$ cat config.mk
export PLATFORM = sky130hd
export DESIGN_NAME = modem_line_keyword_detector_unit
export DESIGN_NICKNAME = d
export VERILOG_FILES = /design/src/rtl/core/mlkd_pkg.sv /design/src/rtl/core/mlkd_kw_match.sv /design/src/rtl/core/mlkd_line_tracker.sv /design/src/rtl/core/mlkd_csr.sv /design/src/rtl/core/modem_line_keyword_detector_unit.sv
export SDC_FILE = /design/constraint.sdc
export NUM_CORES = 1
export LEC_CHECK = 0
export BUFFER_PORTS_ARGS = -buffer_cell sky130_fd_sc_hd__buf_4
export CAP_MARGIN = 20
export CORE_MARGIN = 2
export CORE_UTILIZATION = 49
export CTS_CLUSTER_DIAMETER = 80
export DETAILED_ROUTE_END_ITERATION = 8
export PLACE_DENSITY = 0.79
export SYNTH_ARGS = -nofsm -noshare
export SYNTH_HDL_FRONTEND = slang
export SYNTH_HIERARCHICAL = 1
export SYNTH_SLANG_ARGS = --single-unit
$ cat constraint.sdc
create_clock -name clock -period 3 [get_ports clock]
set_input_delay 0.3 -clock clock [delete_from_list [all_inputs] [get_ports clock]]
set_output_delay 0.3 -clock clock [all_outputs]
set_load 0.01 [all_outputs]
$ cat src/rtl/core/mlkd_pkg.sv
// ----------------------------------------------------------------------------
// Modem line keyword detector package
// Word types, keyword codes and keyword text tables shared by the detector.
// ----------------------------------------------------------------------------
`default_nettype none

package mlkd_pkg;

   localparam int LINE_LIMIT   = 255;
   localparam int LEN_W        = $clog2(LINE_LIMIT + 1);
   localparam int NUM_KEYWORDS = 5;
   localparam int KW_CHAR_MAX  = 5;
   localparam int PROG_W       = $clog2(KW_CHAR_MAX + 1);
   localparam int NUM_FLAGS    = 4;

   localparam logic [7:0] CHAR_CR  = 8'h0D;
   localparam logic [7:0] CHAR_LF  = 8'h0A;
   localparam logic [7:0] CHAR_NUL = 8'h00;

   // Keyword text, one row per keyword, in priority order.
   localparam logic [7:0] KW_TEXT [NUM_KEYWORDS][KW_CHAR_MAX] = '{
      '{8'h52, 8'h44, 8'h59, 8'h00, 8'h00},   // RDY
      '{8'h4F, 8'h50, 8'h45, 8'h4E, 8'h00},   // OPEN
      '{8'h43, 8'h4F, 8'h4E, 8'h4E, 8'h00},   // CONN
      '{8'h50, 8'h55, 8'h42, 8'h45, 8'h58},   // PUBEX
      '{8'h45, 8'h52, 8'h52, 8'h4F, 8'h52}    // ERROR
   };

   localparam logic [PROG_W-1:0] KW_LEN [NUM_KEYWORDS] = '{
      PROG_W'(3), PROG_W'(4), PROG_W'(4), PROG_W'(5), PROG_W'(5)
   };

   // Configuration register indexes.
   typedef enum logic [0:0] {
      REG_KEYWORD_CHECK_ENABLE = 1'b0,
      REG_UNUSED               = 1'b1
   } reg_index_type;

   typedef enum logic [2:0] {
      KW_NONE  = 3'd0,
      KW_RDY   = 3'd1,
      KW_OPEN  = 3'd2,
      KW_CONN  = 3'd3,
      KW_PUBEX = 3'd4,
      KW_ERROR = 3'd5
   } keyword_type;

   typedef logic [NUM_KEYWORDS-1:0][PROG_W-1:0] progress_type;
   typedef logic [NUM_KEYWORDS-1:0]             found_type;

   typedef struct packed {
      logic [7:0] rx_byte;
      logic [3:0] flag_clear_mask;
   } req_word_type;

   typedef struct packed {
      logic        ready_flag;
      logic        open_flag;
      logic        conn_flag;
      logic        publish_ok_flag;
      logic        line_end;
      keyword_type matched_keyword;
      logic        overflow;
   } rsp_word_type;

   // Control from the pipeline to the line tracker.
   typedef struct packed {
      logic step;
      logic check_enable;
   } step_ctl_type;

endpackage

`default_nettype wire

$ cat src/rtl/core/mlkd_kw_match.sv
// ----------------------------------------------------------------------------
// Keyword matcher
// Advances the match progress of every keyword by one received byte.
// ----------------------------------------------------------------------------
`default_nettype none

module mlkd_kw_match (
   input  wire logic [7:0]           rx_byte,
   input  wire mlkd_pkg::progress_type progress,
   input  wire mlkd_pkg::found_type    found,
   output mlkd_pkg::progress_type      progress_next,
   output mlkd_pkg::found_type         found_next
);
   import mlkd_pkg::*;

   // None of the keywords has a proper border, so a mismatch falls back to
   // either zero or one matched character.
   for (genvar k = 0; k < NUM_KEYWORDS; k++) begin : g_kw
      logic [PROG_W-1:0] p_start;
      logic [PROG_W-1:0] p_step;

      always_comb begin
         p_start = (progress[k] >= KW_LEN[k]) ? '0 : progress[k];
         if (KW_TEXT[k][p_start] == rx_byte) begin
            p_step = p_start + PROG_W'(1);
         end else begin
            p_step = (KW_TEXT[k][0] == rx_byte) ? PROG_W'(1) : '0;
         end

         if (found[k]) begin
            progress_next[k] = progress[k];
            found_next[k]    = 1'b1;
         end else if (p_step >= KW_LEN[k]) begin
            progress_next[k] = KW_LEN[k];
            found_next[k]    = 1'b1;
         end else begin
            progress_next[k] = p_step;
            found_next[k]    = 1'b0;
         end
      end
   end

endmodule

`default_nettype wire

$ cat src/rtl/core/mlkd_line_tracker.sv
// ----------------------------------------------------------------------------
// Line tracker
// Holds the line state and status flags and forms one result per byte.
// ----------------------------------------------------------------------------
`default_nettype none

module mlkd_line_tracker #(
   parameter int LINE_LIMIT = mlkd_pkg::LINE_LIMIT
) (
   input  wire logic                  clock,
   input  wire logic                  reset,
   input  wire mlkd_pkg::step_ctl_type ctl,
   input  wire mlkd_pkg::req_word_type in_word,
   output mlkd_pkg::rsp_word_type      result
);
   import mlkd_pkg::*;

   logic [LEN_W-1:0]     line_length_ff, line_length_in;
   logic                 prev_cr_ff, prev_cr_in;
   logic                 zero_seen_ff, zero_seen_in;
   progress_type         progress_ff, progress_in;
   found_type            found_ff, found_in;
   logic [NUM_FLAGS-1:0] flags_ff, flags_in;

   progress_type         progress_srch;
   found_type            found_srch;
   logic [LEN_W-1:0]     len_inc;
   logic                 line_done;
   keyword_type          matched;
   logic                 overflow;

   mlkd_kw_match u_kw_match (
      .rx_byte       (in_word.rx_byte),
      .progress      (progress_ff),
      .found         (found_ff),
      .progress_next (progress_srch),
      .found_next    (found_srch)
   );

   always_comb begin
      flags_in       = flags_ff & ~in_word.flag_clear_mask;
      line_length_in = line_length_ff;
      prev_cr_in     = prev_cr_ff;
      zero_seen_in   = zero_seen_ff;
      progress_in    = progress_ff;
      found_in       = found_ff;
      line_done      = 1'b0;
      matched        = KW_NONE;
      overflow       = 1'b0;
      len_inc        = line_length_ff + LEN_W'(1);

      if (line_length_ff >= LEN_W'(LINE_LIMIT)) begin
         // Byte dropped; the line restarts empty.
         overflow       = 1'b1;
         line_length_in = '0;
         prev_cr_in     = 1'b0;
         zero_seen_in   = 1'b0;
         progress_in    = '0;
         found_in       = '0;
      end else begin
         line_length_in = len_inc;
         zero_seen_in   = zero_seen_ff | (in_word.rx_byte == CHAR_NUL);
         if (!zero_seen_in) begin
            progress_in = progress_srch;
            found_in    = found_srch;
         end
         prev_cr_in = (in_word.rx_byte == CHAR_CR);

         // A lone CR LF is not a line end.
         if (prev_cr_ff && (in_word.rx_byte == CHAR_LF) && (len_inc != LEN_W'(2))
             && ctl.check_enable) begin
            line_done = 1'b1;
            if (found_in[0]) begin
               matched = KW_RDY;
            end else if (found_in[1]) begin
               matched = KW_OPEN;
            end else if (found_in[2]) begin
               matched = KW_CONN;
            end else if (found_in[3]) begin
               matched = KW_PUBEX;
            end else if (found_in[4]) begin
               matched = KW_ERROR;
            end

            case (matched)
               KW_RDY:   flags_in[0] = 1'b1;
               KW_OPEN:  flags_in[1] = 1'b1;
               KW_CONN:  flags_in[2] = 1'b1;
               KW_PUBEX: flags_in[3] = 1'b1;
               KW_ERROR: flags_in    = '0;
               default:  flags_in    = flags_in;
            endcase

            line_length_in = '0;
            prev_cr_in     = 1'b0;
            zero_seen_in   = 1'b0;
            progress_in    = '0;
            found_in       = '0;
         end
      end

      result.ready_flag      = flags_in[0];
      result.open_flag       = flags_in[1];
      result.conn_flag       = flags_in[2];
      result.publish_ok_flag = flags_in[3];
      result.line_end        = line_done;
      result.matched_keyword = matched;
      result.overflow        = overflow;
   end

   always_ff @(posedge clock) begin
      if (reset) begin
         line_length_ff <= '0;
         prev_cr_ff     <= 1'b0;
         zero_seen_ff   <= 1'b0;
         progress_ff    <= '0;
         found_ff       <= '0;
         flags_ff       <= '0;
      end else if (ctl.step) begin
         line_length_ff <= line_length_in;
         prev_cr_ff     <= prev_cr_in;
         zero_seen_ff   <= zero_seen_in;
         progress_ff    <= progress_in;
         found_ff       <= found_in;
         flags_ff       <= flags_in;
      end
   end

endmodule

`default_nettype wire

$ cat src/rtl/core/mlkd_csr.sv
// ----------------------------------------------------------------------------
// Configuration registers
// APB-style register file holding the keyword check enable.
// ----------------------------------------------------------------------------
`default_nettype none

module mlkd_csr (
   input  wire logic        clock,
   input  wire logic        reset,
   input  wire logic        csr_psel,
   input  wire logic        csr_penable,
   input  wire logic        csr_pwrite,
   input  wire logic [2:0]  csr_paddr,
   input  wire logic [31:0] csr_pwdata,
   output logic [31:0]      csr_prdata,
   output logic             csr_pready,
   output logic             check_enable
);
   import mlkd_pkg::*;

   logic          check_enable_ff, check_enable_in;
   reg_index_type reg_index;
   logic          wr_en;

   always_comb begin
      reg_index       = reg_index_type'(csr_paddr[2]);
      wr_en           = csr_psel && csr_penable && csr_pwrite;
      check_enable_in = check_enable_ff;
      if (wr_en && (reg_index == REG_KEYWORD_CHECK_ENABLE)) begin
         check_enable_in = csr_pwdata[0];
      end
      case (reg_index)
         REG_KEYWORD_CHECK_ENABLE: csr_prdata = {31'b0, check_enable_ff};
         default:                  csr_prdata = '0;
      endcase
   end

   always_ff @(posedge clock) begin
      if (reset) begin
         check_enable_ff <= 1'b1;
      end else begin
         check_enable_ff <= check_enable_in;
      end
   end

   assign csr_pready   = 1'b1;
   assign check_enable = check_enable_ff;

endmodule

`default_nettype wire

$ cat src/rtl/core/modem_line_keyword_detector_unit.sv
// ----------------------------------------------------------------------------
// Modem line keyword detector
// Counts modem receive bytes per line and reports status keywords at CR LF.
// ----------------------------------------------------------------------------
//
//   Channel  Direction  Word           Handshake
//   req_     in         req_word_type  req_valid / req_stall
//   rsp_     out        rsp_word_type  rsp_valid / rsp_stall
//   csr_     in/out     32-bit APB     psel / penable, pready tied high
//
// Each accepted byte yields exactly one result word. The byte passes the
// input register, then the result register, whose word is taken at an
// edge with rsp_stall low. One byte can be accepted every cycle unless a
// stalled result word holds; the line state loop closes in the line tracker.
// Reset is synchronous and active high; it clears the line state, the flags
// and both pipeline stages, and sets the keyword check enable.
// A stalled result word holds the result register; when the input register
// also holds a byte, req_stall rises in that same cycle and the byte waits.
// ----------------------------------------------------------------------------
`default_nettype none

module modem_line_keyword_detector_unit #(
   parameter int LINE_LIMIT = mlkd_pkg::LINE_LIMIT
) (
   input  wire logic                  clock,
   input  wire logic                  reset,
   input  wire logic                  req_valid,
   output logic                       req_stall,
   input  wire mlkd_pkg::req_word_type req_data,
   output logic                       rsp_valid,
   input  wire logic                  rsp_stall,
   output mlkd_pkg::rsp_word_type      rsp_data,
   input  wire logic                  csr_psel,
   input  wire logic                  csr_penable,
   input  wire logic                  csr_pwrite,
   input  wire logic [2:0]            csr_paddr,
   input  wire logic [31:0]           csr_pwdata,
   output logic [31:0]                csr_prdata,
   output logic                       csr_pready
);
   import mlkd_pkg::*;

   // Input register stage.
   logic         in_valid_ff, in_valid_in;
   req_word_type in_word_ff;

   // Result register stage.
   logic         rsp_valid_ff, rsp_valid_in;
   rsp_word_type rsp_word_ff;

   logic         out_adv;
   logic         check_enable;
   step_ctl_type ctl;
   rsp_word_type result;

   mlkd_csr u_csr (
      .clock        (clock),
      .reset        (reset),
      .csr_psel     (csr_psel),
      .csr_penable  (csr_penable),
      .csr_pwrite   (csr_pwrite),
      .csr_paddr    (csr_paddr),
      .csr_pwdata   (csr_pwdata),
      .csr_prdata   (csr_prdata),
      .csr_pready   (csr_pready),
      .check_enable (check_enable)
   );

   // The result register can take a new word when it is empty or its word
   // is being taken this cycle; the input register then passes its byte on.
   always_comb begin
      out_adv          = !rsp_valid_ff || !rsp_stall;
      req_stall        = in_valid_ff && !out_adv;
      ctl.step         = in_valid_ff && out_adv;
      ctl.check_enable = check_enable;
      in_valid_in      = req_stall ? in_valid_ff : req_valid;
      rsp_valid_in     = out_adv ? in_valid_ff : rsp_valid_ff;
   end

   mlkd_line_tracker #(
      .LINE_LIMIT (LINE_LIMIT)
   ) u_line_tracker (
      .clock   (clock),
      .reset   (reset),
      .ctl     (ctl),
      .in_word (in_word_ff),
      .result  (result)
   );

   always_ff @(posedge clock) begin
      if (reset) begin
         in_valid_ff  <= 1'b0;
         rsp_valid_ff <= 1'b0;
      end else begin
         in_valid_ff  <= in_valid_in;
         rsp_valid_ff <= rsp_valid_in;
      end
   end

   // Payload registers carry no reset.
   always_ff @(posedge clock) begin
      if (req_valid && !req_stall) begin
         in_word_ff <= req_data;
      end
      if (ctl.step) begin
         rsp_word_ff <= result;
      end
   end

   assign rsp_valid = rsp_valid_ff;
   assign rsp_data  = rsp_word_ff;

endmodule

`default_nettype wire

# Word-level counts from Yosys, hierarchy flattened
# Memories as Yosys holds them, arrays and structs flattened.
# Index checks and enable logic that the tools add are counted.
# Widths: inputs -> output; s select.
# classes
addsub,6
order_cmp,16
n_eq_ne,24
mux,74
bitwise,10
n_reduce_logical,21
# op_table
cell,n
$mux 8,12
$mux 3,27
$mux 15,3
$eq 7x8->1 const A,5
$eq 8x8->1,5
$ge 3x3->1 const B,8
$mux 1,22
$ge 4x4->1 const B,5
$mux 5,4
$not 3->4,5
$eq 8x4->1 const B,2
$add 3x1->3 const B,5
$ne 3x3->1 const B,5
$reduce_and 3->1,5
$logic_and 1x1->1,9
$add 8x1->8 const B,1
$ge 8x8->1 const B,1
$logic_not 8->1,1
$mux 4,2
$ne 8x2->1 const B,1
$pmux 1 s2,4
$eq 3x2->1 const B,2
$eq 3x3->1 const B,2
$ge 3x2->1 const B,2
other kinds (9),13
# word_totals
register_bits,58
rom_bits,320
mem_count,5
# mem_list
memory,depth,word_bits,read_ports,rd_clocked_by_memory_dff,wr,line_no,text
(name not given),8,8,1,0,0,mlkd_kw_match.sv:24,if (KW_TEXT[k][p_start] == rx_byte) begin
(name not given),8,8,1,0,0,mlkd_kw_match.sv:24,
(name not given),8,8,1,0,0,mlkd_kw_match.sv:24,
(name not given),8,8,1,0,0,mlkd_kw_match.sv:24,
(name not given),8,8,1,0,0,mlkd_kw_match.sv:24,

# Longest topological paths before layout
# depth
depth_word,24
ltp_mapped,15
depth_no_buf,15

# By module
# The synthesis kept the hierarchy.
# by_module_without_submodules
module,instances,cells_each,area_per_inst_um2
mlkd_line_tracker,1,216,1935.6
mlkd_kw_match,1,159,1057.3
modem_line_keyword_detector_unit,1,31,716.9
mlkd_csr,1,40,315.3

# Least setup slack after synthesis
# OpenSTA, ideal clock, no wires.
# synth_timing
path_type,reg-to-reg
start,register u_line_tracker/progress_ff[14] (netlist name)
end,"register rsp_word_ff (netlist bit rsp_data[8]), data pin"
arrival_ps,2922
setup_slack_ps,-178
stages_incl_launch_ff,13
path_buffers,0
cell_sequence,dfxtp_1 -> or3b_2 -> ha_1 -> xnor2_1 -> nand2_1 -> or4_4 -> o31ai_2 -> nand2b_1 -> a21oi_1 -> nor3b_1 -> nor3_2 -> and2_4 -> o21ai_1
# synth_rtl
element,line_no,text
from (decl),mlkd_line_tracker.sv:21,"progress_type progress_ff, progress_in;"
from (signal assigned),mlkd_line_tracker.sv:123,progress_ff <= progress_in;
to (signal assigned),modem_line_keyword_detector_unit.sv:106,rsp_word_ff <= result;
to (decl),modem_line_keyword_detector_unit.sv:49,rsp_word_type rsp_word_ff;

==> Flow_metrics.wiki <==
{| class="wikitable"
! Metric !! Value
|-
| Outcome || finished, violations left
|-
| Violated checks || negative setup slack
|-
| Yosys warnings || 6
|-
| Combinational family with the most area after synthesis || simple AND/OR/NAND/NOR gates
|-
| Unrepaired setup endpoints after global routing || yes
|-
| Worst setup path startpoint || u_line_tracker/progress_ff[13]$_SDFFE_PP0P_
|-
| Inserted Clock Buffers || 9
|-
| DRT antenna net count || 0
|-
| Multiplexer share of the synthesized area || under 10%
|-
| Routed vias || roughly 3400
|-
| End of the worst register-to-register path || rsp_data[8]$_DFFE_PP_
|-
| Diode count || 0
|-
| Total Wirelength || 8848 um
|-
| Power Internal || approximately 1.4 mW
|-
| Buf+Inv Stages, Crit Path || 0
|-
| Switching pwr || 0.4274 mW
|-
| Crit path cell chain || or3b_4 -> ha_4 -> xnor2_2 -> nand2_1 -> or4_4 -> o31ai_4 -> nand2b_1 -> a21oi_2 -> nor3b_2 -> nor3_2 -> and2_4 -> o21ai_2
|-
| Critical path startpoint category || flop
|-
| Global-route wire length before repair || between 10000 and 15000 um
|-
| Clock transition at the register clock pins on the worst setup and hold paths after CTS || 0.07 ns
|-
| Endpoints failing setup || 3
|-
| Critical Path RT || between 3 and 4 ns
|-
| Share of layout cells above drive strength 1 || between 20% and 30%
|-
| Fraction of the cycle the final worst path needs || 101.8%
|-
| Largest fanout on the critical path || 3
|-
| Minimum setup slack after placement || -0.1011 ns
|-
| Power per Cell Area || between 300 and 400 mW/mm^2
|-
| Flop and latch count out of synthesis || 58
|-
| Initial antenna violation count || 0
|-
| Setup clock skew after layout || 0.008923 ns
|-
| Arr. time, crit path || 3.16 ns
|-
| CTS Root Cell || sky130_fd_sc_hd__clkbuf_8
|-
| Worst hold slack across all endpoints || between 0.1 and 0.15 ns
|-
| Area overhead of the layout relative to synthesis || 19.89%
|-
| # nets final || 577
|-
| Kind of cell with the highest combined delay on the critical path || simple AND/OR/NAND/NOR gates
|-
| Clock sinks || between 50 and 60
|-
| Number of levels the H-tree was split into || 3
|-
| Detail-routed via count per cell || around 5.5
|-
| Number of primary I/O pins || between 90 and 100
|-
| Synthesized-area fraction occupied by adder cells || under 10%
|-
| Top_reg_cell synth || sky130_fd_sc_hd__dfxtp_1
|-
| Post-synth cell types || between 70 and 80
|-
| Delay contributed by the slowest stage of the critical path || ~0.52 ns
|-
| Type of the worst setup path || reg -> reg
|-
| Total congestion overflow || 0
|-
| Drt first pass iters || 5
|-
| Share of flip-flops with an asynchronous set or reset after synthesis || 0%
|-
| Die Area || 0.008956 sq mm
|-
| Post-synthesis share of cell area spent on xor and xnor gates || under 10%
|-
| 1st-iter DRT viols || about 190
|-
| Pin count of the biggest net entering global routing || 24
|-
| Final Hold Vio Count || 0
|-
| Number of cells traversed by the worst register-to-register path || 12
|-
| Switching share of power || between 20% and 30%
|-
| Final worst-path setup slack || -0.05396 ns
|-
| Stages on the worst setup path || 12
|-
| Bufs on Longest Clock Path || 2
|-
| Average footprint of a synthesized cell || approximately 9 sq um
|-
| Cell type with the largest total area after synthesis || sky130_fd_sc_hd__dfxtp_1
|-
| Layout fillers || about 700
|-
| Finished Cell Area || 0.004826 sq mm
|-
| Placed Instance Area || 0.004322 sq mm
|-
| Synthesized-area fraction occupied by and/or/nand/nor cells || between 20% and 30%
|-
| Final GP Congestion || just over 0.8
|-
| Top area cells in the synthesized netlist || sky130_fd_sc_hd__dfxtp_1 (18%), sky130_fd_sc_hd__edfxtp_1 (16%), sky130_fd_sc_hd__buf_4 (6.5%), sky130_fd_sc_hd__ha_1 (5.0%), sky130_fd_sc_hd__a22o_1 (4.6%)
|-
| Proportion of netlist area held by the largest area contributor || 18.40%
|-
| Row count || 33
|-
| Flop-to-flop setup slack || -0.05 ns
|-
| Number of hold-repair buffers added at the cts stage || 0
|-
| Maximum resistive drop on vdd || approximately 0.27 mV
|-
| Post-synthesis instance area || roughly 0.0040 sq mm
|-
| Post-synth EDFFs || 21
|-
| DRC viols || 0
|-
| Synthesized-area fraction occupied by ao, oa, aoi and oai cells || a little under a fifth
|-
| Setup crit end || rsp_data[8]$_DFFE_PP_
|-
| Worst hold path type || in -> reg
|-
| Final instance count without filler cells || between 600 and 700
|-
| Fraction of power consumed by combinational cells || approximately 8.3%
|-
| Floorplan core area || between 0.008 and 0.009 sq mm
|-
| Highest Clock Rate || about 330 MHz
|-
| Reg-to-reg critical path startpoint || u_line_tracker/progress_ff[13]$_SDFFE_PP0P_
|-
| Leakage power || between 2 and 2.5 nW
|-
| TritonCTS clock tree || built
|-
| Overall Global Routing Usage || just over 20%
|-
| Sequential area share after synthesis || around a third
|-
| Initial cell density of the core || between 40% and 50%
|-
| Library cell contributing the largest single delay on the critical path || sky130_fd_sc_hd__or4_4
|-
| Average routed wire per standard cell || 14.34 um
|-
| # Max-Cap Violations || 0
|-
| Crit. End Element || flop
|-
| Width of the chip || roughly 95 um
|-
| Sequential share of power || 47.6%
|-
| Worst Tran Pin Value || around 0.75 ns
|-
| Insertion delay to the later sink of the worst-skew pair || approximately 0.35 ns
|-
| Clock share of power || 44.1%
|-
| Max transition margin || between 40% and 50%
|-
| Count of input and output buffers || 32
|-
| Die H || 94.64 um
|-
| Number of pins exceeding their max-slew limit in the final report || 0
|-
| Number of global-route vias before repair || between 3000 and 4000
|-
| Cell count after placement || about 580
|-
| Cell count after synthesis || between 400 and 500
|-
| Final critical path time including I/O delays and setup || between 3 and 4 ns
|-
| Final HPWL from detailed placement || a little under 6000 um
|}
[metrics by stage]
step / total power [mW] / util [%] / setup TNS (ns)
3_5_place_dp: 1.010 / 53.40 / -0.2815
5_1_grt: 1.853 / 59.63 / -0.5723
2_1_floorplan: 0.9891 / - / 0
4_1_cts: 1.787 / 58.33 / -0.1646
6_report: 1.781 / 59.63 / -0.1366
3_3_place_gp: 1.005 / 53.40 / -0.03856
[layout by cell type, fill, tap and decap left out, drive strengths merged, types with 10 or more instances in the layout]
cell	instances
buf	74
dfxtp	37
nand2	35
nor2	34
conb	32
inv	23
edfxtp	21
a22o	21
nand2b	21
a21oi	21
o21ai	17
ha	16
nor3	12
clkbuf	10
[cell usage after synthesis (all sizes together) (7+ instances only)]
library cell / number
xnor2: 7
nor3: 12
o21ai: 17
edfxtp: 21
nand2: 35
dfxtp: 37
ha: 16
nand4b: 9
mux2i: 7
nor2: 34
buf: 49
inv: 23
a31oi: 8
o31ai: 7
a21oi: 21
nand3: 8
a22o: 21
nand2b: 21
nand4: 8
[per-layer routing]
metal  wire, um  part of all wire, %  track usage (%)
met4        265                  3.0            9.058
met1       3815                   43            24.68
met3        452                  5.1            5.267
met5          0                    0                0
met2       4314                   49            34.52
[worst register-to-register path: cells and delay by family (launching register included)]
family,cells,cell delay [ns]
simple gates,7,1.64
compound gates,3,0.50
flops,1,0.35
fa+ha+maj,1,0.18
xor+xnor,1,0.12
[power groups by stage]
stage / logic, mW / clock network [mW] / registers [mW]
after global routing: 0.162 / 0.840 / 0.850
after global placement: 0.140 / 0 / 0.865
after floorplan: 0.126 / 0 / 0.863
after detailed placement: 0.144 / 0 / 0.866
after CTS: 0.145 / 0.793 / 0.848
final: 0.148 / 0.786 / 0.848
[sequential cells by signal (all words and copies together), names as in the netlist]
name and count:
u_line_tracker/flags_ff 4, rsp_data 9, u_line_tracker/prev_cr_ff 1, rsp_valid 1, u_line_tracker/zero_seen_ff 1, u_csr/check_enable 1
in_valid_ff 1, in_word_ff 12, u_line_tracker/progress_ff 15, u_line_tracker/line_length_ff 8, u_line_tracker/found_ff 5
[repair_timing]
item / 4_1_cts / 5_1_grt
gates resized for setup: 11 / 26
buffers inserted: 17 / 2
gates cloned: 0 / 0
hold endpoints to repair: 0 / 0
pin swaps: 8 / 12
setup endpoints to repair: 4 / 11
[kinds of logic after synthesis]
| group | after synthesis |
|---|---|
| compound gates | 97 |
| fa+ha+maj | 16 |
| mux | 9 |
| flops | 58 |
| buf+inv | 77 |
| other cells | 2 |
| simple gates | 174 |
| xor+xnor | 13 |
[worst min-delay path by stage]
stage | cells past startpoint | end | from | slack [ns]
floorplan | 1 | in_valid_ff$_SDFFE_PP0N_ | reset | 0.36
global placement | 2 | u_line_tracker/flags_ff[2]$_SDFFE_PP0P_ | u_line_tracker/flags_ff[2]$_SDFFE_PP0P_ | 0.46
detailed placement | 2 | u_line_tracker/zero_seen_ff$_SDFFE_PP0P_ | u_line_tracker/zero_seen_ff$_SDFFE_PP0P_ | 0.47
CTS | 1 | in_word_ff[1]$_DFFE_PP_ | req_data[1] | 0.12
global route | 1 | in_word_ff[1]$_DFFE_PP_ | req_data[1] | 0.11
finish | 1 | in_word_ff[1]$_DFFE_PP_ | req_data[1] | 0.12
[layout make-up]
cell class	count	area, sq um	share of cell area (%)
clock buffer	10	127.6	2.645
clock inverter	6	81.33	1.685
inverter	23	93.84	1.945
multi-input combinational	341	2431	50.38
sequential	58	1379	28.57
tap	105	131.4	2.722
timing repair buffer	74	581.8	12.06
No activity file was read; power rests on OpenSTA's default activity.
